### config.mk
export PLATFORM = sky130hd
export DESIGN_NAME = substring_match_all_positions_top
export DESIGN_NICKNAME = d
export VERILOG_FILES = /design/src/rtl/ssmap_pkg.sv /design/src/rtl/ssmap_cfg.sv /design/src/rtl/ssmap_outq.sv /design/src/rtl/ssmap_core.sv /design/src/rtl/substring_match_all_positions_top.sv
export SDC_FILE = /design/constraint.sdc
export NUM_CORES = 2
export LEC_CHECK = 0
export BUFFER_PORTS_ARGS = -buffer_cell sky130_fd_sc_hd__buf_2
export CORE_MARGIN = 1
export CORE_UTILIZATION = 45
export DETAILED_ROUTE_END_ITERATION = 8
export SLEW_MARGIN = 20
export SYNTH_ARGS = -nofsm -noshare
export SYNTH_HDL_FRONTEND = slang
export SYNTH_SLANG_ARGS = --single-unit
### constraint.sdc
create_clock -name clk -period 6.4 [get_ports clk]
set_input_delay 0.96 -clock clk [delete_from_list [all_inputs] [get_ports clk]]
set_output_delay 0.96 -clock clk [all_outputs]
set_load 0.005 [all_outputs]
### src/rtl/ssmap_pkg.sv
// Shared types, register codes and byte classification helpers for the
// substring search block. Depends on nothing; used by all but ssmap_outq.
package ssmap_pkg;

	localparam int ADDR_W = 6;
	localparam int DATA_W = 64;
	localparam int LEN_W  = 5;

	typedef enum logic [2:0] {
		REG_QUERY_LO = 3'd0,
		REG_QUERY_HI = 3'd1,
		REG_QUERY_LEN = 3'd2,
		REG_MATCH_CASE = 3'd3,
		REG_WHOLE_WORD = 3'd4
	} reg_idx_t;

	typedef struct packed {
		logic [63:0]      query_lo;
		logic [63:0]      query_hi;
		logic [LEN_W-1:0] query_len;
		logic             match_case;
		logic             whole_word;
	} cfg_t;

	function automatic logic [7:0] fold(input logic [7:0] c, input logic en);
		logic [7:0] r;
		r = c;
		if (en && (c inside {[8'h41:8'h5A]})) begin
			r = c + 8'h20;
		end
		return r;
	endfunction

	function automatic logic is_word(input logic [7:0] c);
		return (c inside {[8'h30:8'h39], [8'h41:8'h5A], [8'h61:8'h7A], 8'h5F});
	endfunction

endpackage

### src/rtl/ssmap_cfg.sv
// APB-style configuration registers for the substring search block.
// Depends on ssmap_pkg for the register codes and the cfg_t bundle.
module ssmap_cfg (
	input  logic                          clk,
	input  logic                          arst_n,
	input  logic                          psel,
	input  logic                          penable,
	input  logic                          pwrite,
	input  logic [ssmap_pkg::ADDR_W-1:0]  paddr,
	input  logic [ssmap_pkg::DATA_W-1:0]  pwdata,
	output logic [ssmap_pkg::DATA_W-1:0]  prdata,
	output logic                          pready,
	output ssmap_pkg::cfg_t               cfg
);

	ssmap_pkg::cfg_t     cfg_q;
	ssmap_pkg::reg_idx_t idx;
	logic                wr_en;

	assign pready = 1'b1;
	assign idx    = ssmap_pkg::reg_idx_t'(paddr[ssmap_pkg::ADDR_W-1:3]);
	assign wr_en  = psel && penable && pwrite && pready;
	assign cfg    = cfg_q;

	always_ff @(posedge clk or negedge arst_n) begin
		if (!arst_n) begin
			cfg_q.query_lo   <= '0;
			cfg_q.query_hi   <= '0;
			cfg_q.query_len  <= '0;
			cfg_q.match_case <= 1'b1;
			cfg_q.whole_word <= 1'b0;
		end else if (wr_en) begin
			case (idx)
				ssmap_pkg::REG_QUERY_LO:   cfg_q.query_lo   <= pwdata;
				ssmap_pkg::REG_QUERY_HI:   cfg_q.query_hi   <= pwdata;
				ssmap_pkg::REG_QUERY_LEN:  cfg_q.query_len  <= pwdata[ssmap_pkg::LEN_W-1:0];
				ssmap_pkg::REG_MATCH_CASE: cfg_q.match_case <= pwdata[0];
				ssmap_pkg::REG_WHOLE_WORD: cfg_q.whole_word <= pwdata[0];
				default: ;
			endcase
		end
	end

	always_comb begin
		prdata = '0;
		case (idx)
			ssmap_pkg::REG_QUERY_LO:   prdata = cfg_q.query_lo;
			ssmap_pkg::REG_QUERY_HI:   prdata = cfg_q.query_hi;
			ssmap_pkg::REG_QUERY_LEN:  prdata = ssmap_pkg::DATA_W'(cfg_q.query_len);
			ssmap_pkg::REG_MATCH_CASE: prdata = ssmap_pkg::DATA_W'(cfg_q.match_case);
			ssmap_pkg::REG_WHOLE_WORD: prdata = ssmap_pkg::DATA_W'(cfg_q.whole_word);
			default: prdata = '0;
		endcase
	end

endmodule

### src/rtl/ssmap_outq.sv
// Four-entry result queue: takes up to two results per cycle, delivers one
// unless stalled. Generic over the result width; no package dependency.
module ssmap_outq #(
	parameter int W = 52
) (
	input  logic         clk,
	input  logic         arst_n,
	input  logic         push_a,
	input  logic         push_b,
	input  logic [W-1:0] din_a,
	input  logic [W-1:0] din_b,
	output logic         room,
	output logic         out_valid,
	input  logic         out_stall,
	output logic [W-1:0] out_data
);

	localparam int DEPTH = 4;
	localparam int PW    = $clog2(DEPTH);

	logic [W-1:0]  mem_q [DEPTH];
	logic [PW-1:0] wp_q;
	logic [PW-1:0] rp_q;
	logic [PW:0]   cnt_q;
	logic          pop;
	logic [PW:0]   n_push;

	assign out_valid = (cnt_q != '0);
	assign out_data  = mem_q[rp_q];
	assign room      = (cnt_q <= (PW+1)'(DEPTH - 2));
	assign pop       = out_valid && !out_stall;
	assign n_push    = (PW+1)'(push_a) + (PW+1)'(push_b);

	always_ff @(posedge clk) begin
		if (push_a) begin
			mem_q[wp_q] <= din_a;
		end
		if (push_b) begin
			mem_q[wp_q + PW'(1)] <= din_b;
		end
	end

	always_ff @(posedge clk or negedge arst_n) begin
		if (!arst_n) begin
			wp_q  <= '0;
			rp_q  <= '0;
			cnt_q <= '0;
		end else begin
			wp_q  <= wp_q + n_push[PW-1:0];
			if (pop) begin
				rp_q <= rp_q + PW'(1);
			end
			cnt_q <= cnt_q + n_push - (PW+1)'(pop);
		end
	end

endmodule

### src/rtl/ssmap_core.sv
// Input register, byte window, parallel query compare and per-text state.
// Depends on ssmap_pkg; feeds up to two packed results per byte to ssmap_outq.
module ssmap_core #(
	parameter int MAX_QUERY_BYTES = 16,
	parameter int POSITION_BITS   = 24,
	parameter int RW              = 2 * POSITION_BITS + 4
) (
	input  logic            clk,
	input  logic            arst_n,
	input  ssmap_pkg::cfg_t cfg,
	input  logic            text_valid,
	output logic            text_stall,
	input  logic [7:0]      text_byte,
	input  logic            final_byte,
	input  logic            room,
	output logic            push_a,
	output logic            push_b,
	output logic [RW-1:0]   res_a,
	output logic [RW-1:0]   res_b
);

	localparam int MAXQ = MAX_QUERY_BYTES;
	localparam int PB   = POSITION_BITS;
	localparam int FW   = $clog2(MAXQ + 2);
	localparam int LIW  = (MAXQ > 1) ? $clog2(MAXQ + 1) : 1;
	localparam int LW   = ssmap_pkg::LEN_W;
	localparam logic [PB-1:0] POS_MAX   = {PB{1'b1}};
	localparam logic [PB:0]   TOTAL_MAX = {1'b1, {PB{1'b0}}};

	typedef struct packed {
		logic [PB-1:0] pos;
		logic          found;
		logic [PB:0]   total;
		logic          ovf;
		logic          eot;
	} res_t;

	logic          v_s1;
	logic [7:0]    byte_s1;
	logic          fin_s1;
	logic          accept;
	logic          fire;

	logic [7:0]    win_q [MAXQ];
	logic [FW-1:0] fill_q;
	logic [PB-1:0] idx_q;
	logic          ovf_q;
	logic          pend_q;
	logic [PB-1:0] pend_pos_q;
	logic [PB:0]   cnt_q;

	logic [7:0]    wn [MAXQ+1];
	logic [7:0]    wf [MAXQ+1];
	logic [7:0]    qf [MAXQ];
	logic          hit_len [MAXQ+1];
	logic          fold_en;
	logic [FW-1:0] fill_n;
	logic [LW-1:0] fill_ext;
	logic [LW-1:0] len;
	logic [LIW-1:0] len_idx;
	logic          len_ok;
	logic          hit;
	logic          reject;
	logic          match_ok;
	logic          pend_emit;
	logic          m_emit;
	logic          m_pend;
	logic [PB-1:0] start;
	logic [PB-1:0] idx_n;
	logic          ovf_n;
	logic [PB:0]   cnt1;
	logic [PB:0]   cnt2;
	res_t          r_pend;
	res_t          r_match;
	res_t          r_bare;
	res_t          r_a;

	assign text_stall = v_s1 && !room;
	assign accept     = text_valid && !text_stall;
	assign fire       = v_s1 && room;

	always_ff @(posedge clk or negedge arst_n) begin
		if (!arst_n) begin
			v_s1 <= 1'b0;
		end else begin
			v_s1 <= accept || (v_s1 && !room);
		end
	end

	always_ff @(posedge clk) begin
		if (accept) begin
			byte_s1 <= text_byte;
			fin_s1  <= final_byte;
		end
	end

	assign fold_en = !cfg.match_case;
	assign wn[0]   = byte_s1;
	assign wf[0]   = ssmap_pkg::fold(wn[0], fold_en);

	for (genvar i = 1; i <= MAXQ; i++) begin : g_win
		assign wn[i] = win_q[i-1];
		assign wf[i] = ssmap_pkg::fold(wn[i], fold_en);
	end

	for (genvar j = 0; j < MAXQ; j++) begin : g_query
		if (j < 8) begin : g_lo
			assign qf[j] = ssmap_pkg::fold(cfg.query_lo[8*j +: 8], fold_en);
		end else begin : g_hi
			assign qf[j] = ssmap_pkg::fold(cfg.query_hi[8*(j-8) +: 8], fold_en);
		end
	end

	assign hit_len[0] = 1'b0;
	for (genvar l = 1; l <= MAXQ; l++) begin : g_len
		logic [l-1:0] eq;
		for (genvar j = 0; j < l; j++) begin : g_cmp
			assign eq[j] = (wf[l-1-j] == qf[j]);
		end
		assign hit_len[l] = &eq;
	end

	assign fill_n   = (fill_q == FW'(MAXQ + 1)) ? fill_q : fill_q + FW'(1);
	assign fill_ext = LW'(fill_n);
	assign len      = cfg.query_len;
	assign len_idx  = len[LIW-1:0];
	assign len_ok   = (len != '0) && (len <= LW'(MAXQ)) && (fill_ext >= len);
	assign hit      = len_ok && hit_len[len_idx];
	assign reject   = cfg.whole_word && (fill_ext > len) && ssmap_pkg::is_word(wn[len_idx]);
	assign match_ok = hit && !reject;
	assign m_emit   = match_ok && (!cfg.whole_word || fin_s1);
	assign m_pend   = match_ok && cfg.whole_word && !fin_s1;
	assign start    = idx_q - PB'(len) + PB'(1);

	assign pend_emit = pend_q && !ssmap_pkg::is_word(byte_s1);

	assign idx_n = (!ovf_q && (idx_q != POS_MAX)) ? idx_q + PB'(1) : idx_q;
	assign ovf_n = ovf_q || (idx_q == POS_MAX);

	assign cnt1 = (pend_emit && (cnt_q != TOTAL_MAX)) ? cnt_q + (PB+1)'(1) : cnt_q;
	assign cnt2 = (m_emit && (cnt1 != TOTAL_MAX)) ? cnt1 + (PB+1)'(1) : cnt1;

	always_comb begin
		r_pend.pos    = pend_pos_q;
		r_pend.found  = 1'b1;
		r_pend.total  = cnt1;
		r_pend.ovf    = ovf_q;
		r_pend.eot    = fin_s1 && !m_emit;

		r_match.pos   = start;
		r_match.found = 1'b1;
		r_match.total = cnt2;
		r_match.ovf   = ovf_n;
		r_match.eot   = fin_s1;

		r_bare.pos    = '0;
		r_bare.found  = 1'b0;
		r_bare.total  = cnt_q;
		r_bare.ovf    = ovf_n;
		r_bare.eot    = 1'b1;

		if (pend_emit) begin
			r_a = r_pend;
		end else if (m_emit) begin
			r_a = r_match;
		end else begin
			r_a = r_bare;
		end
	end

	assign push_a = fire && (pend_emit || m_emit || fin_s1);
	assign push_b = fire && pend_emit && m_emit;
	assign res_a  = r_a;
	assign res_b  = r_match;

	always_ff @(posedge clk) begin
		if (fire) begin
			for (int i = 0; i < MAXQ; i++) begin
				win_q[i] <= wn[i];
			end
			if (m_pend) begin
				pend_pos_q <= start;
			end
		end
	end

	always_ff @(posedge clk or negedge arst_n) begin
		if (!arst_n) begin
			fill_q <= '0;
			idx_q  <= '0;
			ovf_q  <= 1'b0;
			pend_q <= 1'b0;
			cnt_q  <= '0;
		end else if (fire) begin
			if (fin_s1) begin
				fill_q <= '0;
				idx_q  <= '0;
				ovf_q  <= 1'b0;
				pend_q <= 1'b0;
				cnt_q  <= '0;
			end else begin
				fill_q <= fill_n;
				idx_q  <= idx_n;
				ovf_q  <= ovf_n;
				pend_q <= m_pend;
				cnt_q  <= cnt2;
			end
		end
	end

endmodule

### src/rtl/substring_match_all_positions_top.sv
// Streaming substring search: finds every start position of a query in a byte stream.
// Top level; instantiates ssmap_cfg, ssmap_core and ssmap_outq; uses ssmap_pkg.
//
// Usage:
//  - Program the query, its length, case folding and whole-word mode through the
//    APB port (64-bit registers at byte addresses 0, 8, 16, 24, 32) while idle.
//  - Text bytes enter on text_valid/text_stall, one transfer per byte, with
//    final_byte on the last byte of a text.
//  - Results leave on match_valid/match_stall. Each byte yields zero, one or two
//    results; the final byte always yields at least one, tagged end_of_text.
//  - A result is formed from the registered byte and then offered from the queue.
//  - Throughput: one byte per cycle while each byte yields at most one result
//    and match_stall is low; a byte that yields two results fills two entries
//    of the four-entry result queue; the input holds at fewer than two free slots.
//  - A whole-word match is confirmed on the byte after it, or at once on the
//    final byte.
//  - When match_stall is high, results wait in the queue and text_stall rises
//    once it has fewer than two free slots.
//  - Reset clears the registers to their defaults and drops all per-text state.
module substring_match_all_positions_top #(
	parameter int MAX_QUERY_BYTES = 16,
	parameter int POSITION_BITS   = 24
) (
	input  logic                          clk,
	input  logic                          arst_n,
	input  logic                          psel,
	input  logic                          penable,
	input  logic                          pwrite,
	input  logic [ssmap_pkg::ADDR_W-1:0]  paddr,
	input  logic [ssmap_pkg::DATA_W-1:0]  pwdata,
	output logic [ssmap_pkg::DATA_W-1:0]  prdata,
	output logic                          pready,
	input  logic                          text_valid,
	output logic                          text_stall,
	input  logic [7:0]                    text_byte,
	input  logic                          final_byte,
	output logic                          match_valid,
	input  logic                          match_stall,
	output logic [POSITION_BITS-1:0]      match_position,
	output logic                          match_found,
	output logic [POSITION_BITS:0]        match_total,
	output logic                          position_overflow,
	output logic                          end_of_text
);

	localparam int PB = POSITION_BITS;

	typedef struct packed {
		logic [PB-1:0] pos;
		logic          found;
		logic [PB:0]   total;
		logic          ovf;
		logic          eot;
	} res_t;

	localparam int RW = $bits(res_t);

	ssmap_pkg::cfg_t cfg;
	logic            room;
	logic            push_a;
	logic            push_b;
	logic [RW-1:0]   res_a;
	logic [RW-1:0]   res_b;
	logic [RW-1:0]   out_data;
	res_t            res;

	ssmap_cfg u_cfg (
		.clk     (clk),
		.arst_n  (arst_n),
		.psel    (psel),
		.penable (penable),
		.pwrite  (pwrite),
		.paddr   (paddr),
		.pwdata  (pwdata),
		.prdata  (prdata),
		.pready  (pready),
		.cfg     (cfg)
	);

	ssmap_core #(
		.MAX_QUERY_BYTES (MAX_QUERY_BYTES),
		.POSITION_BITS   (POSITION_BITS),
		.RW              (RW)
	) u_core (
		.clk        (clk),
		.arst_n     (arst_n),
		.cfg        (cfg),
		.text_valid (text_valid),
		.text_stall (text_stall),
		.text_byte  (text_byte),
		.final_byte (final_byte),
		.room       (room),
		.push_a     (push_a),
		.push_b     (push_b),
		.res_a      (res_a),
		.res_b      (res_b)
	);

	ssmap_outq #(
		.W (RW)
	) u_outq (
		.clk       (clk),
		.arst_n    (arst_n),
		.push_a    (push_a),
		.push_b    (push_b),
		.din_a     (res_a),
		.din_b     (res_b),
		.room      (room),
		.out_valid (match_valid),
		.out_stall (match_stall),
		.out_data  (out_data)
	);

	assign res               = out_data;
	assign match_position    = res.pos;
	assign match_found       = res.found;
	assign match_total       = res.total;
	assign position_overflow = res.ovf;
	assign end_of_text       = res.eot;

endmodule
**Word-level counts from Yosys, hierarchy flattened**

Memory sizes are Yosys's and may differ from the RTL's.
Cells that the tools add are included.
W data, S select, Z words.

- Add/subtract/negate cells: 44
- $lt $le $gt $ge: 79
- Equal/unequal tests: 147
- Mux-type cells: 56
- Bitwise logic cells: 1
- Reductions and logical operators: 135

Operator list:

| cell | count |
|---|---|
| $eq A8 B8 Y1 | 136 |
| $pmux W64 S5 | 1 |
| $ge A8 B7 Y1 const B | 35 |
| $le A8 B7 Y1 const B | 35 |
| $mux W8 | 34 |
| $add A8 B6 Y8 const B | 32 |
| $mux W52 | 2 |
| $logic_and A1 B1 Y1 | 92 |
| $mux W25 | 3 |
| $add A25 B1 Y25 const B | 2 |
| $ne A25 B25 Y1 const B | 2 |
| $add A24 B1 Y24 const B | 2 |
| $mux W24 | 2 |
| $bmux W8 S5 | 1 |
| $eq A24 B24 Y1 const B | 1 |
| $ne A24 B24 Y1 const B | 1 |
| $sub A24 B5 Y24 | 1 |
| $eq A8 B7 Y1 const B | 2 |
| $ge A8 B6 Y1 const B | 2 |
| $le A8 B6 Y1 const B | 2 |
| $reduce_and A16 Y1 | 1 |
| $reduce_and A2 Y1 | 8 |
| $reduce_and A15 Y1 | 1 |
| $reduce_and A14 Y1 | 1 |
| 37 further kinds | 63 |

- Flip-flop bits (word level): 232
- Memory bits (writable): 336
- Word-level logic and storage cells: 481
- Memories: 2

Memories:

| name | words | width | read ports | clocked after Yosys merged registers in | wr ports | line | source |
|---|---|---|---|---|---|---|---|
| u_outq.mem_q | 4 | 52 | 1 | 0 | 2 | ssmap_outq.sv:21 | `logic [W-1:0] mem_q [DEPTH];` |
| u_core.win_q | 16 | 8 | 16 | 0 | 16 | ssmap_core.sv:44 | `logic [7:0] win_q [MAXQ];` |

**Longest topological paths before layout**

An unclocked memory read counts as a cell.

- Depth after elaboration: 19
- Mapped depth: 22

**Modules after synthesis**

A second synthesis with hierarchy kept.

- Cell total of the unflattened synthesis: 4454
- Area, all modules: 46203.1 um^2

Modules (own cells, without submodules):

| module | times used | cells each | area an instance (um^2) | seq. area each (um^2) |
|---|---|---|---|---|
| ssmap_core | 1 | 3518 | 29564.6 | 6261.0 |
| ssmap_outq | 1 | 544 | 10591.4 | 6421.2 |
| ssmap_cfg | 1 | 392 | 6047.0 | 3379.5 |

**Worst setup path after synthesis**

No wires, ideal clock.

- Kind: reg2reg
- Start: reg u_cfg.cfg_q, in the netlist u_cfg.cfg[1]
- End: reg u_core.pend_pos_q[0], enable pin
- Data arrival time: 5706 ps
- Required time: 5931 ps
- Path slack: 224 ps
- Stages on the path, launching flop included: 14
- Buffers on the path: 4
- Clock period less this slack: 6176 ps
- Cells stage by stage: dfstp_2 > buf_2 > buf_2 > buf_1 > a21oi_1 > a31oi_1 > xor2_1 > nor4_1 > nand4_1 > or4_1 > nand4_1 > o211ai_4 > buf_2 > nor4_1

- Cells in the longest elaborated chain, start to end: 13
- Elaborated cells between the ends (all ways): 224
- Those cells by class: eq/ne (136); mux (35); reduce/logical (53)

RTL lines:

| element | line | source |
|---|---|---|
| start: declaration | ssmap_cfg.sv:16 | `ssmap_pkg::cfg_t cfg_q;` |
| $logic_not A1 Y1 * | ssmap_core.sv:97 | `assign fold_en = !cfg.match_case;` |
| $logic_and A1 B1 Y1 | ssmap_pkg.sv:28 | `if (en && (c inside {[8'h41:8'h5A]})) begin` |
| $mux W8 | ssmap_pkg.sv:28 |  |
| $eq A8 B8 Y1 | ssmap_core.sv:118 | `assign eq[j] = (wf[l-1-j] == qf[j]);` |
| $reduce_and A16 Y1, or another cell as far along | ssmap_core.sv:120 | `assign hit_len[l] = &eq;` |
| $bmux W1 S5 * | ssmap_core.sv:128 | `assign hit = len_ok && hit_len[len_idx];` |
| $mux W1 (implied by the code) * (2 in series) | ssmap_core.sv:128 |  |
| $logic_and A1 B1 Y1 * | ssmap_core.sv:128 |  |
| $logic_and A1 B1 Y1 * | ssmap_core.sv:130 | `assign match_ok = hit && !reject;` |
| $logic_and A1 B1 Y1 * (2 in series) | ssmap_core.sv:132 | `assign m_pend = match_ok && cfg.whole_word && !fin_s1;` |
| $reduce_and A2 Y1 (no line) * | n/a |  |
| end signal: assignment | ssmap_core.sv:182 | `pend_pos_q <= start;` |
| end: declaration | ssmap_core.sv:49 | `logic [PB-1:0] pend_pos_q;` |

Every way passes the cells marked *; elsewhere a longest branch is shown, timed or not. The select of a mux whose other input is x is not followed.
A chain may end at the register's enable or synchronous reset.

**Final worst setup path**

- Start: reg u_cfg.cfg_q, in the netlist u_cfg.cfg[1]
- End: reg u_outq.cnt_q[2]

- Cells in the longest elaborated chain, start to end: 17
- Elaborated cells between the ends (all ways): 229
- Those cells by class: add/sub (3); eq/ne (136); mux (35); reduce/logical (55)

RTL lines:

| element | line | source |
|---|---|---|
| $logic_not A1 Y1 * | ssmap_core.sv:97 |  |
| $logic_and A1 B1 Y1 | ssmap_pkg.sv:28 |  |
| $mux W8 | ssmap_pkg.sv:28 |  |
| $eq A8 B8 Y1 | ssmap_core.sv:118 |  |
| $reduce_and A16 Y1, or another cell as far along | ssmap_core.sv:120 |  |
| $bmux W1 S5 * | ssmap_core.sv:128 |  |
| $mux W1 (implied by the code) * (2 in series) | ssmap_core.sv:128 |  |
| $logic_and A1 B1 Y1 * | ssmap_core.sv:128 |  |
| $logic_and A1 B1 Y1 * | ssmap_core.sv:130 |  |
| $logic_and A1 B1 Y1 * | ssmap_core.sv:131 | `assign m_emit = match_ok && (!cfg.whole_word \|\| fin_s1);` |
| $logic_or A1 B1 Y1 (2 in series) | ssmap_core.sv:171 | `assign push_a = fire && (pend_emit \|\| m_emit \|\| fin_s1);` |
| $logic_and A1 B1 Y1 | ssmap_core.sv:171 |  |
| $add A1 B1 Y2 * | ssmap_outq.sv:32 | `assign n_push = (PW+1)'(push_a) + (PW+1)'(push_b);` |
| $add A3 B3 Y3 * | ssmap_outq.sv:53 | `cnt_q <= cnt_q + n_push - (PW+1)'(pop);` |
| $sub A3 B1 Y3 * | ssmap_outq.sv:53 |  |
| end signal: assignment | ssmap_outq.sv:53 |  |
| end: declaration | ssmap_outq.sv:24 | `logic [PW:0] cnt_q;` |

Marked as above.

==> impl_results.md <==
- I/O Buffers: 200
- Filler instances: around 9000
- Setup Skew: about 70 ps
- Compound-gate portion of the synthesized area: 0.139
- Initial antenna violation count: 5
- Routed WL: just over 200 mm
- Fmax: 0.159 GHz
- TritonCTS clock tree: built
- Slew margin rel.: 0.187
- GPL Wtd Cong: roughly 1.1
- CTS Buf Count: a little under 70
- Total negative slack: 0 ps
- Reg2Reg Setup Slack: 130 ps
- Core area: approximately 100000 um2
- Type of the worst setup path: flip-flop to flip-flop
- Slew @ Worst Pin: ~1200 ps
- Synth Register Bits: ~570
- Net Count, Synth: 4687
- Worst min-delay path class: primary input to async pin
- Unrepaired setup endpoints after global routing: no
- Later-pin clock latency in the skew report: approximately 700 ps
- Main combinational cell family by area after synthesis: XOR/XNOR gates
- Post-synthesis mux area share: 0.0630
- Row Count: between 100 and 150
- Critical Path RT: roughly 7000 ps
- DRT antenna net count: 0
- Max-cap violations: 0
- Worst path slowest cell: dfstp_2
- Residual DRC: 0
- Final setup viols: 0
- Cell repeated most along the worst path: buf_4
- Most common cell after layout, fill and taps aside: xor2_1
- Post-Syn Instances: 4504
- Detailed Place HPWL: between 100 and 150 mm
- Syn. warnings: 0
- PnR worst setup slack: ~130 ps
- Number of DRC markers in iteration 0: roughly 5200
- Vias in the first global route: roughly 39000
- Register Area: about 16000 um2
- WL/cell: roughly 34 um
- Initial Util: 0.454
- Status: completed
- Worst hold slack: roughly 280 ps
- Router iterations before antenna repair: 6
- Final net count: 4870
- Crit end category: flip-flop
- Pre-CTS worst setup slack: 338 ps
- Clock Tree Buf Depth: 3
- Post-synthesis cell area: around 45000 um2
- Vias: about 40000
- Share of cells above drive strength 1: 0.191
- Post-Synth Simple-Gate Area: 0.137
- Clock sinks: ~570
- DIE AREA: between 100000 and 150000 um2
- Min Tclk post-route: 6270 ps
- Cells after DPL: roughly 5900
- Synth Area in Adders: 0.0276
- Overall Global Routing Usage: 0.408
- Final Hold Fails: 0
- Max incr delay on CP: around 1000 ps
- CP Launch Type: flip-flop
- Non-filler cells, final: ~6000
- First-pass GRT wire length: just under 300 mm
- Critical path arrival: 6800 ps
- Syn Area/Cell: 9.88 um2
- Most frequent cells in the layout: xor2_1 (567), xnor2_1 (527), edfxtp_1 (365)
- Largest net degree at the start of global routing: between 100 and 150
- Setup bufs post-CTS: 0
- Area grow syn2layout: 13.6%
- Post-synth EDFFs: between 300 and 400
- Cell area power density: 466 nW/um2
- Max FO, Critical Path: 20
- Cell depth of the worst flop-to-flop path: 20
- Cts hold-fix bufs: 0
- CTS clk-pin slew, worst paths: 60 ps
- Post-CTS Resized: 0
- Share of synthesized registers carrying an async set or reset: 0.350
- Xor and xnor fraction of the mapped netlist area: 0.216
- Vias per inst: about 6.7
- Max Slew Vio Count: 0
- Post-synthesis sequential area ratio: 0.360
- H-tree levels: 3
- I/O pins: roughly 200
- Dominant synthesized flop cell: edfxtp_1
- Reg-to-Reg End: u_outq.cnt_q[2]
- Clk root buf: clkbuf_16
- GRT overflow: 0
- Yosys cell types: between 100 and 150
- Leakage: around 19 nW
- Die W: 317 um
- Util after Layout: 0.515
- Period utilization: 0.980
- CP Cell Sequence: buf_4, a21oi_1, a41oi_2, buf_4, xor2_1, nor4_1, nand3_1, nor4_1, buf_4, o21a_1, o211ai_4, o21ai_4, nor2_1, nor2_1, ha_1, inv_1, ha_1, fa_1, xor2_1, xnor2_1
- R2r startpoint: u_cfg.cfg[1]
- Area of the multi-input gates: between 20000 and 30000 um2
- VDD IR max: ~0.31 mV
- Die H: between 300 and 400 um
layer usage:
layer,track usage,up-vias,routed length (um)
met3,0.0874,724,20800
met4,0.284,4,16800
met1,0.523,20000,80000
met2,0.616,2733,89500
met5,0,-,26
li1,-,16800,-
worst max-delay path by stage:
stage / slack [ps] / startpoint / to / cells past startpoint
after floorplan: 220 / u_cfg.cfg[1] / u_core.pend_pos_q[0] / 13
after CTS: 340 / u_cfg.cfg[1] / u_outq.cnt_q[2] / 20
final: 130 / u_cfg.cfg[1] / u_outq.cnt_q[2] / 20
after global placement: 350 / u_cfg.cfg[1] / u_outq.cnt_q[2] / 20
after detailed placement: 340 / u_cfg.cfg[1] / u_outq.cnt_q[2] / 20
after global routing: 110 / u_cfg.cfg[1] / u_outq.cnt_q[2] / 20
cell families after synthesis:
logic type                 Yosys count
other                                1
and+or+nand+nor                   1124
adders and majority gates           97
xor gates and xnor gates          1097
DFF                                568
buffers and inverters              621
muxes                              165
AOI/OAI and AO/OA                  831
stage by stage:
step                      power (mW)  area, um2
after floorplan                 13.8      44500
after global placement          18.8      48200
after detailed placement        18.9      48200
after CTS                       23.0      50500
after global routing            24.3      50600
final                           23.6      50600
cell usage after synthesis (all sizes together), types with 34 or more instances:
| library cell | n | area, um2 |
|---|---|---|
| xor2 | 568 | 4980 |
| xnor2 | 529 | 4650 |
| edfxtp | 365 | 11000 |
| buf | 226 | 1050 |
| nand2 | 216 | 813 |
| a22o | 212 | 1860 |
| nor4 | 201 | 1290 |
| inv | 199 | 747 |
| dfrtp | 198 | 4950 |
| clkbuf | 195 | 739 |
| nand4 | 163 | 1020 |
| o21ai | 145 | 748 |
| nor2 | 142 | 556 |
| nand3 | 96 | 480 |
| ha | 95 | 1190 |
| a21oi | 94 | 493 |
| nor3 | 94 | 500 |
| mux4 | 86 | 1940 |
| o22ai | 79 | 494 |
| mux2 | 60 | 676 |
| nor2b | 47 | 294 |
| a31oi | 45 | 294 |
| a41oi | 35 | 355 |
| a31o | 34 | 298 |
registers in the layout (all words and copies together), names as in the netlist, 2 cells and up:
signal / flops
u_outq.cnt_q: 3
u_outq.wp_q: 2
u_core.idx_q: 24
u_outq.rp_q: 2
u_cfg.cfg: 135
u_outq.mem_q: 208
u_core.pend_pos_q: 24
u_core.byte_s1: 8
u_core.cnt_q: 25
u_core.fill_q: 5
u_core.win_q: 128
worst max-delay path: cells and delay by family (launching register included):
family / cells / cell delay (ps)
and+or+nand+nor: 5 / 1460
AOI/OAI and AO/OA: 5 / 1250
DFF: 1 / 1010
buffers and inverters: 4 / 980
adders and majority gates: 3 / 970
xor gates and xnor gates: 3 / 460
cell type report:
class | instances | share of cell area
diodes | 3 | 0.000148
clock buffers | 82 | 0.0359
clock inverters | 40 | 0.00985
inverters | 200 | 0.0149
multi-input cells | 3315 | 0.516
flip-flops and latches | 568 | 0.317
well taps | 1287 | 0.0318
repair buffers | 534 | 0.0739
report_power, final:
group          leakage (nW)  internal (mW)  switching (mW)
Clock                  1.12           2.38            1.74
Combinational          12.0           4.80            8.16
Sequential             5.93           4.98            1.50
Total                  19.1           12.2            11.4
Power figures use the tool's default switching activity.
